--- config.mk ---
export PLATFORM = sky130hd
export DESIGN_NAME = servo_command_framer_unit_flat
export DESIGN_NICKNAME = d
export VERILOG_FILES = /design/src/scf_pkg.sv /design/src/scf_req_if.sv /design/src/scf_rsp_if.sv /design/src/scf_front.sv /design/src/scf_queue.sv /design/src/scf_back.sv /design/src/servo_command_framer_unit.sv /design/src/flat_wrapper.sv
export SDC_FILE = /design/constraint.sdc
export NUM_CORES = 1
export LEC_CHECK = 0
export BUFFER_PORTS_ARGS = -buffer_cell sky130_fd_sc_hd__buf_4
export CAP_MARGIN = 20
export CORE_MARGIN = 4
export CORE_UTILIZATION = 60
export DETAILED_ROUTE_END_ITERATION = 7
export HOLD_SLACK_MARGIN = 0.05
export PLACE_DENSITY = 0.84
export SYNTH_ARGS = -nofsm -noshare
export SYNTH_HDL_FRONTEND = slang
export SYNTH_SLANG_ARGS = --single-unit
--- constraint.sdc ---
create_clock -name clock -period 15.5 [get_ports clock]
set_clock_uncertainty 0.1 [all_clocks]
set_input_delay 1.55 -clock clock [delete_from_list [all_inputs] [get_ports clock]]
set_output_delay 1.55 -clock clock [all_outputs]
set_load 0.03 [all_outputs]
--- src/scf_pkg.sv ---
// shared types and constants of the servo command framer
`timescale 1ns / 1ps

package scf_pkg;

   // frame bytes
   localparam logic [7:0] SYNC_BYTE = 8'hFF;
   localparam logic [7:0] CMD_MOVE  = 8'h01;
   localparam logic [7:0] CMD_STOP  = 8'h02;
   localparam logic [7:0] LEN_MOVE  = 8'd6;
   localparam logic [7:0] LEN_STOP  = 8'd2;

   // clamp limits and reset value of the held angle
   localparam logic [7:0] ANGLE_MAX   = 8'd240;
   localparam logic [9:0] SPEED_MAX   = 10'd1000;
   localparam logic [7:0] ANGLE_RESET = 8'd90;

   // position = angle * 25 / 6, done as a multiply by a scaled reciprocal
   localparam int         POS_SHIFT = 18;
   localparam logic [20:0] POS_MULT = 21'd1092267;

   // byte positions inside a frame
   localparam int          IDX_W      = 4;
   localparam logic [IDX_W-1:0] IDX_SYNC1 = 4'd1;
   localparam logic [IDX_W-1:0] IDX_ID     = 4'd2;
   localparam logic [IDX_W-1:0] IDX_LEN    = 4'd3;
   localparam logic [IDX_W-1:0] IDX_CMD    = 4'd4;
   localparam logic [IDX_W-1:0] IDX_PID    = 4'd5;
   localparam logic [IDX_W-1:0] IDX_POSH   = 4'd6;
   localparam logic [IDX_W-1:0] IDX_POSL   = 4'd7;
   localparam logic [IDX_W-1:0] IDX_SPDH   = 4'd8;
   localparam logic [IDX_W-1:0] IDX_SPDL   = 4'd9;
   localparam logic [IDX_W-1:0] IDX_LAST_MOVE = 4'd10;
   localparam logic [IDX_W-1:0] IDX_LAST_STOP = 4'd6;

   // configuration port
   localparam int CSR_ADDR_W = 3;
   localparam int CSR_DATA_W = 32;

   typedef enum logic [0:0] {
      REG_NODE_ID = 1'b0,
      REG_ENABLED = 1'b1
   } csr_reg_type;

   typedef struct packed {
      logic [7:0] node_id;
      logic       enabled;
   } cfg_type;

   // one frame as handed from front to back
   typedef struct packed {
      logic       is_move;
      logic [7:0] node_id;
      logic [9:0] position;
      logic [9:0] speed;
      logic [7:0] held_angle;
      logic [7:0] checksum;
   } frame_type;

endpackage

--- src/scf_req_if.sv ---
// command channel carrying operation, angle and speed
`timescale 1ns / 1ps

interface scf_req_if;
   logic               valid;
   logic               ready;
   logic               operation;
   logic signed [15:0] angle;
   logic signed [15:0] speed;

   modport source (output valid, operation, angle, speed, input ready);
   modport sink   (input valid, operation, angle, speed, output ready);
endinterface

--- src/scf_rsp_if.sv ---
// byte channel carrying the framed serial bytes
`timescale 1ns / 1ps

interface scf_rsp_if;
   logic       valid;
   logic       ready;
   logic [7:0] tx_byte;
   logic       frame_end;
   logic [7:0] held_angle;

   modport source (output valid, tx_byte, frame_end, held_angle, input ready);
   modport sink   (input valid, tx_byte, frame_end, held_angle, output ready);
endinterface

--- src/scf_front.sv ---
// front end: clamps a command, computes position and checksum, tracks held angle
`timescale 1ns / 1ps

module scf_front (
   input  logic               clock,
   input  logic               reset,
   input  scf_pkg::cfg_type   cfg,
   input  logic               cmd_valid,
   input  logic               cmd_operation,
   input  logic signed [15:0] cmd_angle,
   input  logic signed [15:0] cmd_speed,
   input  logic               q_full,
   output logic               cmd_ready,
   output logic               q_push,
   output scf_pkg::frame_type q_data
);
   import scf_pkg::*;

   logic [7:0]  held_ff;
   logic [7:0]  held_in;
   logic [7:0]  angle_c;
   logic [9:0]  speed_c;
   logic [28:0] pos_prod;
   logic [9:0]  position;
   logic        is_move;
   logic [7:0]  sum;

   assign cmd_ready = !q_full;
   assign is_move   = !cmd_operation;

   always_comb begin
      if (cmd_angle < 16'sd0) begin
         angle_c = 8'd0;
      end else if (cmd_angle > $signed({8'd0, ANGLE_MAX})) begin
         angle_c = ANGLE_MAX;
      end else begin
         angle_c = cmd_angle[7:0];
      end
      if (cmd_speed < 16'sd0) begin
         speed_c = 10'd0;
      end else if (cmd_speed > $signed({6'd0, SPEED_MAX})) begin
         speed_c = SPEED_MAX;
      end else begin
         speed_c = cmd_speed[9:0];
      end
   end

   assign pos_prod = {21'd0, angle_c} * {8'd0, POS_MULT};
   assign position = pos_prod[POS_SHIFT+9:POS_SHIFT];

   // low byte of the plain sum; inverted below
   always_comb begin
      if (is_move) begin
         sum = cfg.node_id + LEN_MOVE + CMD_MOVE + cfg.node_id
               + {6'd0, position[9:8]} + position[7:0]
               + {6'd0, speed_c[9:8]} + speed_c[7:0];
      end else begin
         sum = cfg.node_id + LEN_STOP + CMD_STOP + cfg.node_id;
      end
   end

   assign held_in = (cmd_valid && cmd_ready && cfg.enabled && is_move) ? angle_c : held_ff;
   assign q_push  = cmd_valid && cmd_ready && cfg.enabled;

   always_comb begin
      q_data.is_move    = is_move;
      q_data.node_id    = cfg.node_id;
      q_data.position   = position;
      q_data.speed      = speed_c;
      q_data.held_angle = held_in;
      q_data.checksum   = ~sum;
   end

   always_ff @(posedge clock) begin
      if (reset) begin
         held_ff <= ANGLE_RESET;
      end else begin
         held_ff <= held_in;
      end
   end

endmodule

--- src/scf_queue.sv ---
// two-entry frame queue between front and back
`timescale 1ns / 1ps

module scf_queue (
   input  logic               clock,
   input  logic               reset,
   input  logic               push,
   input  scf_pkg::frame_type push_data,
   input  logic               pop,
   output logic               full,
   output logic               not_empty,
   output scf_pkg::frame_type head
);
   import scf_pkg::*;

   frame_type  entry_ff [2];
   logic       wr_ptr_ff;
   logic       wr_ptr_in;
   logic       rd_ptr_ff;
   logic       rd_ptr_in;
   logic [1:0] count_ff;
   logic [1:0] count_in;

   assign full      = (count_ff == 2'd2);
   assign not_empty = (count_ff != 2'd0);
   assign head      = entry_ff[rd_ptr_ff];

   assign wr_ptr_in = push ? !wr_ptr_ff : wr_ptr_ff;
   assign rd_ptr_in = pop  ? !rd_ptr_ff : rd_ptr_ff;

   always_comb begin
      count_in = count_ff;
      if (push && !pop) begin
         count_in = count_ff + 2'd1;
      end else if (pop && !push) begin
         count_in = count_ff - 2'd1;
      end
   end

   always_ff @(posedge clock) begin
      if (reset) begin
         wr_ptr_ff <= 1'b0;
         rd_ptr_ff <= 1'b0;
         count_ff  <= 2'd0;
      end else begin
         wr_ptr_ff <= wr_ptr_in;
         rd_ptr_ff <= rd_ptr_in;
         count_ff  <= count_in;
      end
   end

   always_ff @(posedge clock) begin
      if (push) begin
         entry_ff[wr_ptr_ff] <= push_data;
      end
   end

`ifndef NO_ASSERTIONS
   a_no_overflow: assert property (@(posedge clock) disable iff (reset)
      push |-> (!full || pop))
      else $error("frame queue written while full");
   a_no_underflow: assert property (@(posedge clock) disable iff (reset)
      pop |-> not_empty)
      else $error("frame queue read while empty");
   a_count_track: assert property (@(posedge clock) disable iff (reset)
      (push && !pop && !full) |=> (count_ff == $past(count_ff) + 2'd1))
      else $error("frame queue count lost a write");
`endif

endmodule

--- src/scf_back.sv ---
// back end: walks the head frame one byte per cycle into the output register, unless out_ready stalls it
`timescale 1ns / 1ps

module scf_back (
   input  logic               clock,
   input  logic               reset,
   input  logic               q_not_empty,
   input  scf_pkg::frame_type head,
   output logic               q_pop,
   input  logic               out_ready,
   output logic               out_valid,
   output logic [7:0]         out_byte,
   output logic               out_end,
   output logic [7:0]         out_held
);
   import scf_pkg::*;

   logic [IDX_W-1:0] idx_ff;
   logic [IDX_W-1:0] idx_in;
   logic             valid_ff;
   logic             valid_in;
   logic [7:0]       byte_ff;
   logic [7:0]       byte_in;
   logic             end_ff;
   logic             end_in;
   logic [7:0]       held_ff;
   logic             load;
   logic [IDX_W-1:0] last_idx;

   assign last_idx = head.is_move ? IDX_LAST_MOVE : IDX_LAST_STOP;
   assign load     = q_not_empty && (!valid_ff || out_ready);
   assign end_in   = (idx_ff == last_idx);
   assign q_pop    = load && end_in;

   always_comb begin
      case (idx_ff)
         IDX_ID, IDX_PID: byte_in = head.node_id;
         IDX_LEN:         byte_in = head.is_move ? LEN_MOVE : LEN_STOP;
         IDX_CMD:         byte_in = head.is_move ? CMD_MOVE : CMD_STOP;
         IDX_POSH:        byte_in = head.is_move ? {6'd0, head.position[9:8]} : head.checksum;
         IDX_POSL:        byte_in = head.position[7:0];
         IDX_SPDH:        byte_in = {6'd0, head.speed[9:8]};
         IDX_SPDL:        byte_in = head.speed[7:0];
         IDX_LAST_MOVE:   byte_in = head.checksum;
         default:         byte_in = SYNC_BYTE;
      endcase
   end

   always_comb begin
      idx_in = idx_ff;
      if (load) begin
         idx_in = end_in ? '0 : idx_ff + 1'b1;
      end
   end

   assign valid_in = load || (valid_ff && !out_ready);

   always_ff @(posedge clock) begin
      if (reset) begin
         idx_ff   <= '0;
         valid_ff <= 1'b0;
      end else begin
         idx_ff   <= idx_in;
         valid_ff <= valid_in;
      end
   end

   always_ff @(posedge clock) begin
      if (load) begin
         byte_ff <= byte_in;
         end_ff  <= end_in;
         held_ff <= head.held_angle;
      end
   end

   assign out_valid = valid_ff;
   assign out_byte  = byte_ff;
   assign out_end   = end_ff;
   assign out_held  = held_ff;

`ifndef NO_ASSERTIONS
   a_first_is_sync: assert property (@(posedge clock) disable iff (reset)
      (load && idx_ff == '0) |=> (byte_ff == SYNC_BYTE && !end_ff))
      else $error("frame did not open with a sync byte");
   a_idx_bound: assert property (@(posedge clock) disable iff (reset)
      q_not_empty |-> (idx_ff <= last_idx))
      else $error("byte index ran past the end of the frame");
   a_pop_on_end: assert property (@(posedge clock) disable iff (reset)
      q_pop |=> (end_ff && idx_ff == '0))
      else $error("frame released without its checksum byte");
`endif

endmodule

--- src/servo_command_framer_unit.sv ---
// top level of the servo command framer: csr block, front, frame queue, back
`timescale 1ns / 1ps

// channel  | dir | transaction                          | payload
// req_chan | in  | one move or stop command             | operation, angle, speed
// rsp_chan | out | one byte of a serial frame           | tx_byte, frame_end, held_angle
// csr_*    | in  | apb register write or read          | node_id at 0x0, enabled at 0x4
//
// a move frame leaves as 11 transactions, a stop frame as 7, one byte per cycle from the
// back end's output register while rsp_chan does not stall
// the front is combinational into a two-entry queue that lets it run ahead of the back
// while disabled, commands are taken and dropped with no transaction on rsp_chan
// reset (synchronous, active high) empties the queue and output, held angle goes to 90
// a stall on rsp_chan fills the queue, then drops req_chan ready

module servo_command_framer_unit (
   input  logic                             clock,
   input  logic                             reset,
   scf_req_if.sink                          req_chan,
   scf_rsp_if.source                        rsp_chan,
   input  logic                             csr_psel,
   input  logic                             csr_penable,
   input  logic                             csr_pwrite,
   input  logic [scf_pkg::CSR_ADDR_W-1:0]   csr_paddr,
   input  logic [scf_pkg::CSR_DATA_W-1:0]   csr_pwdata,
   output logic [scf_pkg::CSR_DATA_W-1:0]   csr_prdata,
   output logic                             csr_pready
);
   import scf_pkg::*;

   // configuration registers
   logic [7:0]  node_id_ff;
   logic [7:0]  node_id_in;
   logic        enabled_ff;
   logic        enabled_in;
   logic        csr_write;
   csr_reg_type csr_reg;
   cfg_type     cfg;

   // front to queue to back
   logic        q_push;
   logic        q_pop;
   logic        q_full;
   logic        q_not_empty;
   frame_type   q_data;
   frame_type   q_head;

   // apb: single wait-free access, register picked by the word address bit
   assign csr_pready = 1'b1;
   assign csr_write  = csr_psel && csr_penable && csr_pwrite;
   assign csr_reg    = csr_reg_type'(csr_paddr[2]);

   always_comb begin
      node_id_in = node_id_ff;
      enabled_in = enabled_ff;
      if (csr_write) begin
         case (csr_reg)
            REG_NODE_ID: node_id_in = csr_pwdata[7:0];
            REG_ENABLED: enabled_in = csr_pwdata[0];
            default:     node_id_in = node_id_ff;
         endcase
      end
   end

   always_comb begin
      case (csr_reg)
         REG_NODE_ID: csr_prdata = {{(CSR_DATA_W-8){1'b0}}, node_id_ff};
         REG_ENABLED: csr_prdata = {{(CSR_DATA_W-1){1'b0}}, enabled_ff};
         default:     csr_prdata = '0;
      endcase
   end

   always_ff @(posedge clock) begin
      if (reset) begin
         node_id_ff <= 8'd1;
         enabled_ff <= 1'b0;
      end else begin
         node_id_ff <= node_id_in;
         enabled_ff <= enabled_in;
      end
   end

   assign cfg.node_id = node_id_ff;
   assign cfg.enabled = enabled_ff;

   // front: clamp, position, checksum, held angle
   scf_front u_front (
      .clock         (clock),
      .reset         (reset),
      .cfg           (cfg),
      .cmd_valid     (req_chan.valid),
      .cmd_operation (req_chan.operation),
      .cmd_angle     (req_chan.angle),
      .cmd_speed     (req_chan.speed),
      .q_full        (q_full),
      .cmd_ready     (req_chan.ready),
      .q_push        (q_push),
      .q_data        (q_data)
   );

   // decouples command intake from byte output
   scf_queue u_queue (
      .clock     (clock),
      .reset     (reset),
      .push      (q_push),
      .push_data (q_data),
      .pop       (q_pop),
      .full      (q_full),
      .not_empty (q_not_empty),
      .head      (q_head)
   );

   // back: one frame byte per cycle into the output register while rsp_chan does not stall
   scf_back u_back (
      .clock       (clock),
      .reset       (reset),
      .q_not_empty (q_not_empty),
      .head        (q_head),
      .q_pop       (q_pop),
      .out_ready   (rsp_chan.ready),
      .out_valid   (rsp_chan.valid),
      .out_byte    (rsp_chan.tx_byte),
      .out_end     (rsp_chan.frame_end),
      .out_held    (rsp_chan.held_angle)
   );

`ifndef NO_ASSERTIONS
   a_drop_when_disabled: assert property (@(posedge clock) disable iff (reset)
      q_push |-> enabled_ff)
      else $error("frame queued while disabled");
   a_push_on_accept: assert property (@(posedge clock) disable iff (reset)
      (req_chan.valid && req_chan.ready && enabled_ff) |-> q_push)
      else $error("accepted command lost before the queue");
   a_id_in_frame: assert property (@(posedge clock) disable iff (reset)
      q_push |-> (q_data.node_id == node_id_ff))
      else $error("frame carries a stale node id");
`endif

endmodule
--- src/flat_wrapper.sv ---
// flat-port wrapper written by rule: the top's interface ports become plain ports
module servo_command_framer_unit_flat import scf_pkg::*;
  (clock, reset, csr_psel, csr_penable, csr_pwrite, csr_paddr, csr_pwdata, csr_prdata, csr_pready, req_chan_valid, req_chan_operation, req_chan_angle, req_chan_speed, req_chan_ready, rsp_chan_valid, rsp_chan_tx_byte, rsp_chan_frame_end, rsp_chan_held_angle, rsp_chan_ready);
  scf_req_if req_chan_i ();
  scf_rsp_if rsp_chan_i ();
  input  logic clock;
  input  logic reset;
  input  logic csr_psel;
  input  logic csr_penable;
  input  logic csr_pwrite;
  input  logic [scf_pkg::CSR_ADDR_W-1:0] csr_paddr;
  input  logic [scf_pkg::CSR_DATA_W-1:0] csr_pwdata;
  output logic [scf_pkg::CSR_DATA_W-1:0] csr_prdata;
  output logic csr_pready;
  input wire logic [$bits(req_chan_i.valid)-1:0] req_chan_valid;
  input wire logic [$bits(req_chan_i.operation)-1:0] req_chan_operation;
  input wire logic [$bits(req_chan_i.angle)-1:0] req_chan_angle;
  input wire logic [$bits(req_chan_i.speed)-1:0] req_chan_speed;
  output wire logic [$bits(req_chan_i.ready)-1:0] req_chan_ready;
  output wire logic [$bits(rsp_chan_i.valid)-1:0] rsp_chan_valid;
  output wire logic [$bits(rsp_chan_i.tx_byte)-1:0] rsp_chan_tx_byte;
  output wire logic [$bits(rsp_chan_i.frame_end)-1:0] rsp_chan_frame_end;
  output wire logic [$bits(rsp_chan_i.held_angle)-1:0] rsp_chan_held_angle;
  input wire logic [$bits(rsp_chan_i.ready)-1:0] rsp_chan_ready;
  assign req_chan_i.valid = req_chan_valid;
  assign req_chan_i.operation = req_chan_operation;
  assign req_chan_i.angle = req_chan_angle;
  assign req_chan_i.speed = req_chan_speed;
  assign req_chan_ready = req_chan_i.ready;
  assign rsp_chan_valid = rsp_chan_i.valid;
  assign rsp_chan_tx_byte = rsp_chan_i.tx_byte;
  assign rsp_chan_frame_end = rsp_chan_i.frame_end;
  assign rsp_chan_held_angle = rsp_chan_i.held_angle;
  assign rsp_chan_i.ready = rsp_chan_ready;
  servo_command_framer_unit u_core (.clock(clock), .reset(reset), .req_chan(req_chan_i), .rsp_chan(rsp_chan_i), .csr_psel(csr_psel), .csr_penable(csr_penable), .csr_pwrite(csr_pwrite), .csr_paddr(csr_paddr), .csr_pwdata(csr_pwdata), .csr_prdata(csr_prdata), .csr_pready(csr_pready));
endmodule
* Word-level counts from Yosys, hierarchy flattened *
Memories as Yosys holds them, arrays and structs flattened. A register that Yosys moved wholly into a read port is not among the register bits.
Index checks and enable logic that the tools add are counted.

storage, ports and cells
  memories = 1
  bits in registers = 43
  memory bits (writable) = 90
  word-level logic and storage cells = 87

memory list
  name                     words  bits a word  read ports  clocked after Yosys merged registers in  wr ports  RTL line         text
  u_core.u_queue.entry_ff  2      45           1           1                                        1         scf_queue.sv:16  frame_type entry_ff [2];

operators by class
  add/subtract/negate cells = 13
  bitwise gates (word level) = 2
  $mul = 1
  eq/ne operators = 11
  magnitude comparators = 4
  multiplexer cells = 19
  reductions and logical operators = 25

operators by type and width
  operator                 count
  $pmux W32 S2             1
  $pmux W8 S8              1
  $mux W8                  5
  $add A8 B8 Y8            4
  $lt A16 B1 Y1 const B    2
  $mul A8 B21 Y28 const B  1
  $mux W10                 2
  $add A8 B2 Y8            2
  $add A8 B2 Y8 const B    2
  $eq A4 B3 Y1 const B     4
  $gt A16 B11 Y1 const B   1
  $gt A16 B9 Y1 const B    1
  $eq A4 B4 Y1 const B     3
  $logic_and A1 B1 Y1      10
  $add A8 B1 Y8 const B    1
  $add A8 B3 Y8 const B    1
  $eq A4 B2 Y1 const B     2
  $logic_not A1 Y1         8
  $mux W4                  2
  $not A8 Y8               1
  $mux W2                  3
  $add A4 B1 Y4 const B    1
  $eq A4 B4 Y1             1
  $mux W1                  4
  other kinds (9)          12

* Logic depth before layout (Yosys ltp) *
  word-level depth = 10
  depth in mapped cells = 31

* Hierarchy *
Synthesis repeated with hierarchy kept, for this count alone.

second synthesis, totals
  cells, all modules = 740
  area, all modules = 8526.9 um^2

by module, submodules not included
  module                     instances  cells each  seq. area each (um^2)  area an instance (um^2)
  scf_queue                  1          162         2802.7                 3469.6
  scf_front                  1          374         160.2                  3114.2
  scf_back                   1          128         610.6                  1255.0
  servo_command_framer_unit  1          76          180.2                  688.2

* Least setup slack after synthesis *
No wires, ideal clock.

  kind = input port to flip-flop
  start point = input req_chan_angle[7]
  end point = memory u_core.u_queue.entry_ff[0][7] in the netlist's numbering (data pin)
  required time = 15245 ps
  arrival time = 8052 ps
  stages = 30
  slack = 7193 ps
  library setup time = 155 ps
  cells stage by stage = nand4_1 -> o211a_1 -> buf_6 -> a21oi_1 -> ha_1 -> inv_1 -> fa_1 -> fa_1 -> inv_1 -> fa_1 -> ha_1 -> nand4_1 -> nor4_1 -> o21ai_1 -> nor2_1 -> o21ai_0 -> a21o_1 -> xor2_1 -> fa_1 -> fa_1 -> inv_1 -> ha_1 -> inv_1 -> fa_1 -> inv_1 -> a21o_1 -> a21oi_1 -> o21ai_0 -> xnor3_1 -> o21ai_1

RTL lines
  what                RTL line            text
  start: declaration  flat_wrapper.sv:17  input wire logic [$bits(req_chan_i.angle)-1:0] req_chan_angle;
  end: declaration    scf_queue.sv:16

==> out/results.ini <==
[place]
port_buffers = 75
finalWeightedCongestion = 0.8458
detailed_place_hpwl_mm = 12.72
dp_worst_setup_slack_ns = 5.841

[yosys]
yosys_register_bits = 134
synth.mux.area_fraction_pct = 5.719
top_area_cells_in_the_synthesized_netlist = edfxtp_1 40%, ha_1 12%, dfxtp_1 6.7%
yosys_most_used_dff = edfxtp_1
synth_seq_area_share_pct = 46.25
synth-edff-count = 107
main_combinational_cell_family_by_area_after_synthesis = adder cells
post_synth_num_cell_types = 57
post_synth_fa_ha_maj_area_fraction_pct = 18.13
synth_simple_gate_area_share_pct = 10.24
yosys.area.top_type_share_pct = 39.59
synthXorXnorAreaFrac_pct = 3.299
synth_top_cell_by_area = edfxtp_1
synthArstFlopShare_pct = 0
synth.cell_area_um2 = 8117
synth_area_in_compound_gates_pct = 9.604
syn_avg_cell_area_um2 = 11.34
syn-instance-count = 716
synthesis.yosys.warnings = 0

[setup_path]
rr_startpoint = u_core.node_id_ff[2]
critical_path.endpoint = u_core.u_queue.entry_ff[0][7]
reg2reg_depth = 11
critPathLaunchType = input pin
endpoint_kind = flip-flop
worstReg2RegEnd = u_core.u_queue.entry_ff[0][7]
slowest_delay_ns = 0.64
worst-endpoint-arrival_ns = 9.39
r2r_slack_ns = 12.04
worst_path_max_delay_cell = a21oi_1
path_max_fanout = 10
cp-startpoint = req_chan_angle[7]
crit_type = input pin to flip-flop
cpMostUsedCell = fa_1
timing.critical_path.required_ns = 15.62

[drt]
drt-vias-per-instance = 5.740
routed_wirelength_mm = 17.12
drt-wirelength-per-cell_um = 17.47
number_of_iterations_in_the_first_detailed_routing_pass = 7
detail_route.iter0.violations = 564
drt_antenna_net_count = 0
detail_route.drc_violations = 0
num_vias = 5625

[clocking]
cts.hold.buffers_added = 0
cts_buf_count = 17
cts_post_setup_buffers_inserted = 0
h_tree_level_count = 4
clock_latency_ns = 0.41
clock-root-buffer = clkbuf_16
cts.clk_slew.worst_paths_ns = 0.06
clock_sinks = 134
cts_buffer_depth = 2
cts_resized = 0
tritoncts = built

[layout]
nets = 968
fillers = 877
syn2layout_area_growth_pct = 14.74
post_route_cells_drive_above_1_share_pct = 17.91
antenna_cells_inserted = 0

[floorplanning]
placeable_core_region_um2 = 13240
fp-row-count = 42
design.portCount = 127
die_width_um = 124.3
initial_core_utilization_pct = 61.29
chipHeight_um = 124.3
die_area_um2 = 15450

[sta]
finalHoldViolations = 0
highest_achievable_clock_rate_mhz = 107.9
summed_negative_setup_slack_over_all_endpoints_ns = 0
final_setup_violations = 0
period_share_pct = 59.78
final_critical_path_setup_slack_ns = 6.234
minimum_clock_period_ns = 9.266
fin_worst_hold_slack_ns = 0.4096
rsz0062_at_grt = false
worst_slew_pin_slew_ns = 0.9592
maxSlewHeadroom_pct = 36.06
finalMaxSlewViolations = 0

[global_routing]
first_global_vias = 5649
groute.usage.overall_pct = 22.49
global_route.overflow_total = 0
global_route_wire_length_before_repair_mm = 27.88
grt_max_degree = 46
grt_antenna_before_repair = 0

[pwr]
irDropWorstVdd_v = 0.00007152
power_density_nw_per_um2 = 105.7
power.leakage_nw = 3.868

[flow_run]
drv.max_cap_violation_count = 0

[hold_path]
hold_class = flip-flop to flip-flop

[run_status]
status = finished clean

[registers in the layout, indices dropped and copies added, names as in the netlist, named ones only]
signal                    flops
u_core.enabled_ff             1
u_core.node_id_ff             8
u_core.u_back.idx_ff          4
u_core.u_back.out_byte        8
u_core.u_back.out_end         1
u_core.u_back.out_held        8
u_core.u_back.out_valid       1
u_core.u_front.held_ff        8
u_core.u_queue.count_ff       2
u_core.u_queue.entry_ff      90
u_core.u_queue.rd_ptr_ff      1
u_core.u_queue.wr_ptr_ff      1
[per-layer routing]
layer	share of wire, %	track usage (%)
met1	40	27.48
met2	52	39.60
met3	5.9	4.846
met4	1.9	7.479
met5	0	0
[where the power goes]
part | switching [W] | total [W] | internal [W]
Sequential | 0.00000209 | 0.000400 | 0.000398
Combinational | 0.000125 | 0.000210 | 0.0000849
Clock | 0.000132 | 0.000375 | 0.000243
Total | 0.000259 | 0.000985 | 0.000725
[Yosys cell counts (3+ instances only)]
master,instances
a211oi_1,3
a21o_1,8
a21oi_1,35
a222oi_1,10
a22oi_1,4
and2_2,3
buf_1,4
buf_2,4
buf_4,25
clkbuf_1,12
dfxtp_1,27
edfxtp_1,107
fa_1,26
ha_1,76
inv_1,68
mux2_2,25
mux2i_1,16
nand2_1,52
nand2b_1,7
nand3_1,12
nand4_1,4
nor2_1,49
nor2b_1,12
nor3_1,15
nor4_2,4
o211ai_1,5
o21a_1,3
o21ai_0,26
o21bai_1,3
o311ai_0,6
or2_2,7
xnor2_1,16
xor2_1,12
[worst min path at each step]
stage	to	startpoint	cells after the start	slack [ns]
after global routing	u_core.u_queue.entry_ff[0][36]	u_core.node_id_ff[0]	0	0.42
after detailed placement	u_core.u_back.out_valid	u_core.u_back.out_valid	2	0.40
final	u_core.u_back.out_valid	u_core.u_back.out_valid	2	0.41
after global placement	flip-flop	u_core.u_queue.rd_ptr_ff	2	0.38
after CTS	u_core.u_back.out_valid	u_core.u_back.out_valid	2	0.41
after floorplan	u_core.u_queue.entry_ff[0][43]	u_core.node_id_ff[7]	0	0.34
[metrics by stage]
| stage | util, % | std cells | area [um^2] | power [W] |
|---|---|---|---|---|
| final | 70.32 | 980 | 9313 | 0.0009847 |
| after global routing | 70.32 | 980 | 9313 | 0.001029 |
| after CTS | 70.12 | 978 | 9285 | 0.0009864 |
| after detailed placement | 65.93 | 946 | 8731 | 0.0006124 |
| after global placement | 65.93 | 946 | 8731 | 0.0006000 |
| after floorplan | - | 739 | 8203 | 0.0005548 |
[final cells by class]
cell class	count	area [um^2]	area share, %
multi-input cells	489	3916	42.05
flip-flops and latches	134	3754	40.31
repair buffers	79	605.6	6.503
clock buffers	26	479.2	5.146
inverters	70	262.8	2.821
well taps	176	220.2	2.365
clock inverters	6	75.07	0.8061
[worst max-delay path, delay by kind of cell]
| kind | cells | cell delay [ns] |
|---|---|---|
| xor gates and xnor gates | 2 | 0.59 |
| and+or+nand+nor | 4 | 0.78 |
| AOI/OAI and AO/OA | 9 | 2.27 |
| adders and majority gates | 9 | 3.77 |
| buffers and inverters | 6 | 0.42 |
[cell families after synthesis]
family | after synthesis
buffers and inverters | 116
muxes | 42
DFF | 134
and+or+nand+nor | 173
xor gates and xnor gates | 29
AOI/OAI and AO/OA | 118
adders and majority gates | 102
other | 2
[cells in the final DEF (no fill, tap or decap), drive strengths merged, types with 10 or more instances in the layout]
master,n
inv,68
nor2b,12
a21oi,35
mux2i,16
clkbuf,27
edfxtp,107
nand2,52
xnor2,16
ha,76
buf,78
xor2,12
nand3,12
o21ai,28
mux2,25
a222oi,10
dfxtp,27
fa,26
nor3,15
nor2,49
conb,25
(Power assumes the default switching activity.)
